==> src/hw/rtl/smrc_pkg.sv <==
// Shared types, constants and the sequencer control store for the rate counter.
// No dependencies.
package smrc_pkg;

   localparam int BUCKETS_DEF = 60;
   localparam int SECOND_CODES = 64;
   localparam logic [6:0] MINUTE_AT_RESET = 7'd61;
   localparam logic [62:0] TOTAL_MAX = {63{1'b1}};
   localparam logic [31:0] PENDING_MAX = 32'hFFFF_FFFF;
   localparam logic [30:0] RATE_MAX = {31{1'b1}};

   typedef struct packed {
      logic signed [63:0] increment;
      logic [5:0]         now_second;
      logic [5:0]         now_minute;
   } req_type;

   typedef struct packed {
      logic [62:0] running_total;
      logic [30:0] window_rate;
   } rsp_type;

   // Program steps
   typedef enum logic [1:0] {
      STEP_IDLE,
      STEP_PREP,
      STEP_SWEEP,
      STEP_EMIT
   } step_type;

   // Jump conditions
   typedef enum logic [1:0] {
      COND_ALWAYS,
      COND_REQ,
      COND_LAST,
      COND_OUT_FREE
   } cond_type;

   // One control word: jump condition, both targets, datapath strobes
   typedef struct packed {
      cond_type cond;
      step_type next_hit;
      step_type next_miss;
      logic     take;
      logic     prep;
      logic     sweep;
      logic     emit;
   } ucode_type;

   // What the bucket sweep does to each entry
   typedef struct packed {
      logic clear_all;
      logic changed;
      logic wrap;
   } sweep_flags_type;

   // Control store
   function automatic ucode_type ucode_rom(input step_type step);
      ucode_type w;
      case (step)
         STEP_IDLE:  w = '{COND_REQ,      STEP_PREP,  STEP_IDLE,  1'b1, 1'b0, 1'b0, 1'b0};
         STEP_PREP:  w = '{COND_ALWAYS,   STEP_SWEEP, STEP_SWEEP, 1'b0, 1'b1, 1'b0, 1'b0};
         STEP_SWEEP: w = '{COND_LAST,     STEP_EMIT,  STEP_SWEEP, 1'b0, 1'b0, 1'b1, 1'b0};
         STEP_EMIT:  w = '{COND_OUT_FREE, STEP_IDLE,  STEP_EMIT,  1'b0, 1'b0, 1'b0, 1'b1};
         default:    w = '{COND_ALWAYS,   STEP_IDLE,  STEP_IDLE,  1'b0, 1'b0, 1'b0, 1'b0};
      endcase
      return w;
   endfunction

endpackage

==> src/hw/rtl/smrc_window.sv <==
// Second-bucket memory with the per-event sweep: clear, store, and sum.
// Depends on smrc_pkg.
module smrc_window import smrc_pkg::*; #(
   parameter int   BUCKETS = BUCKETS_DEF,
   localparam int  SEC_W   = $clog2(BUCKETS)
) (
   input  logic             clock,
   input  logic             reset,
   input  ucode_type        uc,
   input  sweep_flags_type  flags,
   input  logic [SEC_W-1:0] sec,
   input  logic [SEC_W-1:0] from,
   input  logic [31:0]      wr_val,
   output logic             sweep_last,
   output logic [30:0]      window_sum
);

   localparam logic [SEC_W-1:0] LAST_IDX = SEC_W'(BUCKETS - 1);

   logic [31:0]      mem [BUCKETS];
   logic [31:0]      rd_data_ff;
   logic [SEC_W-1:0] rd_addr;
   logic [SEC_W-1:0] idx_ff, idx_in;
   logic [30:0]      acc_ff, acc_in;
   logic             live_ff, live_in;
   logic [31:0]      old_val, new_val;
   logic             in_skip;
   logic [32:0]      sum_wide;

   assign sweep_last = (idx_ff == LAST_IDX);
   assign window_sum = acc_ff;

   // Next read runs one entry ahead of the write
   assign rd_addr = (uc.sweep && !sweep_last) ? idx_ff + 1'b1 : '0;

   // Memory holds garbage until the first sweep has written every entry
   assign old_val = live_ff ? rd_data_ff : '0;

   // Skipped seconds lie strictly between the old and the new second
   assign in_skip = flags.wrap ? (idx_ff > from || idx_ff < sec)
                               : (idx_ff > from && idx_ff < sec);

   always_comb begin
      if (flags.changed && idx_ff == sec) begin
         new_val = wr_val;
      end else if (flags.clear_all || (flags.changed && in_skip)) begin
         new_val = '0;
      end else begin
         new_val = old_val;
      end
   end

   // Saturating running sum
   assign sum_wide = {2'b00, acc_ff} + {1'b0, new_val};

   always_comb begin
      idx_in  = idx_ff;
      acc_in  = acc_ff;
      live_in = live_ff;
      if (uc.prep) begin
         idx_in = '0;
         acc_in = '0;
      end else if (uc.sweep) begin
         acc_in = (sum_wide > {2'b00, RATE_MAX}) ? RATE_MAX : sum_wide[30:0];
         if (sweep_last) begin
            live_in = 1'b1;
         end else begin
            idx_in = idx_ff + 1'b1;
         end
      end
   end

   always_ff @(posedge clock) begin
      if (reset) begin
         idx_ff  <= '0;
         acc_ff  <= '0;
         live_ff <= 1'b0;
      end else begin
         idx_ff  <= idx_in;
         acc_ff  <= acc_in;
         live_ff <= live_in;
      end
   end

   // Bucket memory: one write, one registered read per cycle
   always_ff @(posedge clock) begin
      if (uc.sweep) begin
         mem[idx_ff] <= new_val;
      end
      rd_data_ff <= mem[rd_addr];
   end

endmodule

==> src/hw/rtl/sliding_minute_rate_counter.sv <==
// Sliding one-minute hit counter: sequencer, running total and time tracking.
// Depends on smrc_pkg and smrc_window.
// Usage:
//   req channel carries one event beat: a signed increment plus the current
//   second and minute. A positive increment adds to the saturating running
//   total and to the count pending for the current second.
//   rsp channel returns one beat per event: the running total and the
//   saturating sum of all second buckets.
// Timing:
//   After a req beat is accepted, rsp_valid rises once the prep, sweep and emit
//   steps are through; emit waits while an earlier result is stalled. A new req
//   beat is taken only after the emit step. The pace comes from the bucket sweep,
//   which visits every bucket in turn, one per cycle, with one write and one read.
//   req_stall is low only while the sequencer waits for an event.
// Reset:
//   Synchronous, active high. Buckets read as zero, total and pending are zero,
//   last minute is 61. No clearing pass: memory goes live after the first sweep.
// Backpressure:
//   The result sits in an output register; the next event is accepted while
//   it waits. A second result waits in the emit step until rsp_stall drops.
module sliding_minute_rate_counter import smrc_pkg::*; #(
   parameter int BUCKETS = BUCKETS_DEF
) (
   input  logic    clock,
   input  logic    reset,
   input  logic    req_valid,
   output logic    req_stall,
   input  req_type req_data,
   output logic    rsp_valid,
   input  logic    rsp_stall,
   output rsp_type rsp_data
);

   localparam int SEC_W = $clog2(BUCKETS);

   step_type        step_ff, step_in;
   ucode_type       uc;
   logic            cond_hit;
   logic            out_free;
   logic            req_take;

   req_type         req_ff;
   logic [62:0]     total_ff;
   logic [31:0]     pending_ff;
   logic [SEC_W-1:0] last_sec_ff;
   logic [6:0]      last_min_ff;

   logic [SEC_W-1:0] sec_ff, from_ff;
   logic [31:0]     wr_val_ff;
   sweep_flags_type flags_ff;

   logic            rsp_valid_ff;
   rsp_type         rsp_data_ff;

   logic            sweep_last;
   logic [30:0]     window_sum;

   logic [SEC_W-1:0] sec_lut [SECOND_CODES];
   logic            inc_pos;
   logic [63:0]     total_sum, pend_sum;
   logic [62:0]     total_new;
   logic [31:0]     pend_new;
   logic [SEC_W-1:0] sec_now;
   logic [7:0]      min_diff;
   logic            clear_all, changed, wrap;

   // Second code to bucket index
   for (genvar g = 0; g < SECOND_CODES; g++) begin : g_sec_lut
      assign sec_lut[g] = SEC_W'(g % BUCKETS);
   end

   // Sequencer: step counter walks the control store
   assign uc = ucode_rom(step_ff);

   assign out_free = !rsp_valid_ff || !rsp_stall;
   assign req_stall = !uc.take;
   assign req_take  = req_valid && uc.take;

   always_comb begin
      case (uc.cond)
         COND_ALWAYS:   cond_hit = 1'b1;
         COND_REQ:      cond_hit = req_valid;
         COND_LAST:     cond_hit = sweep_last;
         COND_OUT_FREE: cond_hit = out_free;
         default:       cond_hit = 1'b1;
      endcase
      step_in = cond_hit ? uc.next_hit : uc.next_miss;
   end

   always_ff @(posedge clock) begin
      if (reset) begin
         step_ff <= STEP_IDLE;
      end else begin
         step_ff <= step_in;
      end
   end

   // Capture the event beat
   always_ff @(posedge clock) begin
      if (req_take) begin
         req_ff <= req_data;
      end
   end

   // Saturating total and pending count
   assign inc_pos   = !req_ff.increment[63] && (req_ff.increment != '0);
   assign total_sum = {1'b0, total_ff} + {1'b0, req_ff.increment[62:0]};
   assign pend_sum  = {32'b0, pending_ff} + {1'b0, req_ff.increment[62:0]};
   assign total_new = !inc_pos ? total_ff
                    : (total_sum[63] ? TOTAL_MAX : total_sum[62:0]);
   assign pend_new  = !inc_pos ? pending_ff
                    : ((pend_sum >= {32'b0, PENDING_MAX}) ? PENDING_MAX : pend_sum[31:0]);

   // Time compare against the last change of second
   assign sec_now   = sec_lut[req_ff.now_second];
   assign min_diff  = {2'b00, req_ff.now_minute} - {1'b0, last_min_ff};
   assign clear_all = $signed(min_diff) > 8'sd1;
   assign changed   = (sec_now != last_sec_ff);
   assign wrap      = (sec_now < last_sec_ff);

   always_ff @(posedge clock) begin
      if (reset) begin
         total_ff    <= '0;
         pending_ff  <= '0;
         last_sec_ff <= '0;
         last_min_ff <= MINUTE_AT_RESET;
      end else if (uc.prep) begin
         total_ff <= total_new;
         if (changed) begin
            pending_ff  <= '0;
            last_sec_ff <= sec_now;
            last_min_ff <= {1'b0, req_ff.now_minute};
         end else begin
            pending_ff <= pend_new;
         end
      end
   end

   // Sweep command, held steady through the sweep
   always_ff @(posedge clock) begin
      if (uc.prep) begin
         sec_ff    <= sec_now;
         from_ff   <= last_sec_ff;
         wr_val_ff <= pend_new;
         flags_ff  <= '{clear_all: clear_all, changed: changed, wrap: wrap};
      end
   end

   smrc_window #(
      .BUCKETS (BUCKETS)
   ) u_window (
      .clock      (clock),
      .reset      (reset),
      .uc         (uc),
      .flags      (flags_ff),
      .sec        (sec_ff),
      .from       (from_ff),
      .wr_val     (wr_val_ff),
      .sweep_last (sweep_last),
      .window_sum (window_sum)
   );

   // Output register
   always_ff @(posedge clock) begin
      if (reset) begin
         rsp_valid_ff <= 1'b0;
      end else if (uc.emit && out_free) begin
         rsp_valid_ff <= 1'b1;
      end else if (!rsp_stall) begin
         rsp_valid_ff <= 1'b0;
      end
   end

   always_ff @(posedge clock) begin
      if (uc.emit && out_free) begin
         rsp_data_ff <= '{running_total: total_ff, window_rate: window_sum};
      end
   end

   assign rsp_valid = rsp_valid_ff;
   assign rsp_data  = rsp_data_ff;

endmodule

==> config.mk <==
export PLATFORM = sky130hd
export DESIGN_NAME = sliding_minute_rate_counter
export DESIGN_NICKNAME = d
export VERILOG_FILES = /design/src/hw/rtl/smrc_pkg.sv /design/src/hw/rtl/smrc_window.sv /design/src/hw/rtl/sliding_minute_rate_counter.sv
export SDC_FILE = /design/constraint.sdc
export NUM_CORES = 2
export LEC_CHECK = 0
export BUFFER_PORTS_ARGS = -buffer_cell sky130_fd_sc_hd__buf_4
export CORE_MARGIN = 5
export CORE_UTILIZATION = 40
export CTS_BUF_LIST = sky130_fd_sc_hd__clkbuf_2
export DETAILED_ROUTE_END_ITERATION = 10
export PLACE_DENSITY = 0.67
export SETUP_SLACK_MARGIN = 0.15
export SKIP_LAST_GASP = 1
export SLEW_MARGIN = 10
export SYNTH_ARGS = -nofsm -noshare
export SYNTH_HDL_FRONTEND = slang
export SYNTH_SLANG_ARGS = --single-unit
==> constraint.sdc <==
create_clock -name clock -period 22.3 [get_ports clock]
set_clock_uncertainty 0.05 [all_clocks]
set_input_delay 4.46 -clock clock [delete_from_list [all_inputs] [get_ports clock]]
set_output_delay 4.46 -clock clock [all_outputs]
set_load 0.02 [all_outputs]
==> run metrics <==
sequential cell area=roughly 68000 um^2; async set-reset flop share out of synthesis=0%; chip height=499.0 um; Hold EP=rsp_data[29]; placement row count=between 150 and 200; critical path endpoint category=flop; initial antenna violation count=10; pin count of the biggest net entering global routing=approximately 180; final period utilization=a little under two fifths; Via density=a little under 6; Slew HR=between 10% and 20%; Syn-to-layout area delta=10.87%; global-route wire length before repair=403000 um; YS warnings=0; DP Area=approximately 100000 um^2; Longest Clk Path Bufs=4; DR DRC count=0; CP startpoint kind=flop; R2R depth=26; PortBufs=~180; Routed WL=around 280000 um; count leader, synth=edfxtp_1; outcome=finished clean; Crit path buffers/inverters=3; Final WS setup=14100 ps; dpl ws=approximately 14000 ps; CTS tree=built; postcts setup bufs=0; Post-Route Utilization=roughly 45%; post-synth top area share=approximately 67%; leading area contributor after synthesis=edfxtp_1; Initial Util=between 40 and 50%; TritonCTS Buffers=around 570; Slew @ Worst Pin=1225 ps; Pwr Total=~10000 uW; synth top area cells=edfxtp_1, mux4_2, dfxtp_1; Clk Latency, worst-skew pair=1840 ps; Top Family by Delay on Critical Path=compound AO/OA/AOI/OAI gates; Ports=176; Hold/Removal Path Class=flop to flop; minimum clock period=just over 8000 ps; Avg WL per Cell=between 20 and 30 um; DRT Pass-1 Iters=6; #FFs+latches synth=2317; hold depth=0; # setup viols final=0; fillers=~21k; sequential area share after synthesis=a little under three quarters; Static Leak=approximately 0.034 uW; 1st-iter DRT viols=about 7.4k; Tot GR Track Use=between 20 and 25%; Worst Setup Path Type=flop to flop; slowest cell delay on critical path=roughly 1000 ps; Worst-path clk slew=roughly 110 ps; reg2reg end=u_window.window_sum[7]; Core Footprint=around 240000 um^2; Max Freq=121.9 MHz; grt total ovfl=0; ys flop type=edfxtp_1; Final nets=just under 7k; pwr/cell area=between 90 and 100 nW/um^2; RSZ-0062 raised after global routing=false; chip width=around 500 um; Cells after Synth=6094; critical path fanouts, max=between 70 and 80; CTS H-Tree Depth=6; Die ar.=around 250000 um^2; syn nets=6336; post-route cell area=106000 um^2; count of cell types in the netlist=between 70 and 80; vias=between 60k and 70k; CTS sink cnt=approximately 2.3k; critical path's slowest cell=a22o_2; hold buffer count at cts=0; Max-cap violations=0; Req. time, crit path=about 24000 ps; share of cells above drive strength 1=23.68%; syn_area_per_cell=roughly 16 um^2; post-synthesis cell area=95640 um^2; Final Hold Fails=0; cell depth of the worst setup path=26; CTS root buf=clkbuf_2; hold_sp=u_window.window_sum[29]; most frequent cells after synthesis=edfxtp_1, o21ai_0, mux4_2; Max Slew Vio Count=0; multi-input logic area=approximately 27000 um^2; R2R Setup Slk=roughly 14000 ps; FF-to-FF Start=u_window.idx_ff[0]; Setup TNS Final=0 ps; Final GP Congestion=between 0.8 and 0.9; PostCTS Resize Cnt=0; post-route ant nets=0; Peak VDD IR=0.00007992 V; vias in the first global route=roughly 59k; Post-DP HPWL=151600 um; Post-synth EDFFs=roughly 2.1k; Worst EP arrival=~9700 ps
## registers in the layout (all words and copies together) (netlist names)
signal               cells
u_window.window_sum     31
from_ff                  6
rsp_valid                1
sec_ff                   6
last_min_ff              6
pending_ff              32
last_sec_ff              6
total_ff                63
u_window.live_ff         1
u_window.mem          1920
step_ff                  2
u_window.idx_ff          6
u_window.rd_data_ff     32
flags_ff                 3
rsp_data                94
wr_val_ff               32
req_ff                  76
## report_power, final
group	leakage (uW)	switching, uW	internal, uW
Sequential	0.0194	193	4920
Clock	0.00382	1670	1050
Combinational	0.0106	1250	717
Total	0.0338	3110	6690
## worst register-to-register path, cell delays in order, from the launching register on
cell,delay (ps)
dfxtp_4,480
inv_8,450
ha_1,260
nor2b_1,50
o21a_1,170
o21a_1,180
o21a_1,160
o21ai_0,150
a32oi_1,70
maj3_1,380
a2111oi_2,360
buf_4,560
a22o_2,1080
ha_1,510
a21o_1,200
a21o_1,170
a21o_1,220
a211o_1,280
a21oi_1,260
a211oi_1,220
a221o_1,380
a211o_1,300
o21ai_0,150
nand2b_1,100
a21oi_2,400
buf_4,380
a21oi_1,120
## worst max path at each step
stage                       start                 endpoint  slack (ps)
2_1_floorplan           rsp_stall               step_ff[0]        9800
3_3_place_gp   u_window.idx_ff[0]  u_window.window_sum[10]       14130
3_5_place_dp   u_window.idx_ff[0]   u_window.window_sum[7]       14250
4_1_cts        u_window.idx_ff[0]   u_window.window_sum[7]       14210
5_1_grt        u_window.idx_ff[0]   u_window.window_sum[7]       13630
6_report       u_window.idx_ff[0]   u_window.window_sum[7]       14100
## final cells by class
| cell class | count | area share, % |
|---|---|---|
| clock buffers | 835 | 3.941 |
| repair buffers | 323 | 2.346 |
| inverters | 72 | 0.2620 |
| clock inverters | 130 | 0.6113 |
| well taps | 3167 | 3.737 |
| diodes | 17 | 0.04012 |
| multi-input cells | 3307 | 25.14 |
| flip-flops and latches | 2317 | 63.92 |
## through the flow
stage	cells	hold slack (ps)
floorplan	6094	358.2
global placement	9186	400.0
detailed placement	9186	401.9
CTS	10150	346.3
global route	10160	364.4
finish	10170	359.1
## cells in the final DEF (no fill, tap or decap), drive strengths merged, types with 158 or more instances in the layout
cell type  netlist  layout
edfxtp        2137    2137
nand2          296     296
nor2           304     304
mux4           320     320
ha             158     158
o22ai          195     195
o211ai         231     231
a21oi          247     247
buf             82     323
dfxtp          180     180
or3            230     230
clkbuf         316     835
o21ai          439     439
## layer usage
layer / vias up / GRT usage, % / wire (um)
met5: - / 0 / 14
met4: 2 / 8.235 / 9787
met3: 552 / 4.983 / 29330
met2: 3475 / 34.61 / 131600
met1: 30480 / 29.40 / 108400
li1: 25730 / - / -
## logic make-up after synthesis
kind of cell,after synthesis,synth area share (%)
flops,2317,70.87
buf+inv,470,1.893
fa+ha+maj,163,2.161
compound gates,1555,10.36
mux,359,7.944
simple gates,1098,5.568
xor+xnor,132,1.209
Note: power is estimated with default switching activity, not from simulation.
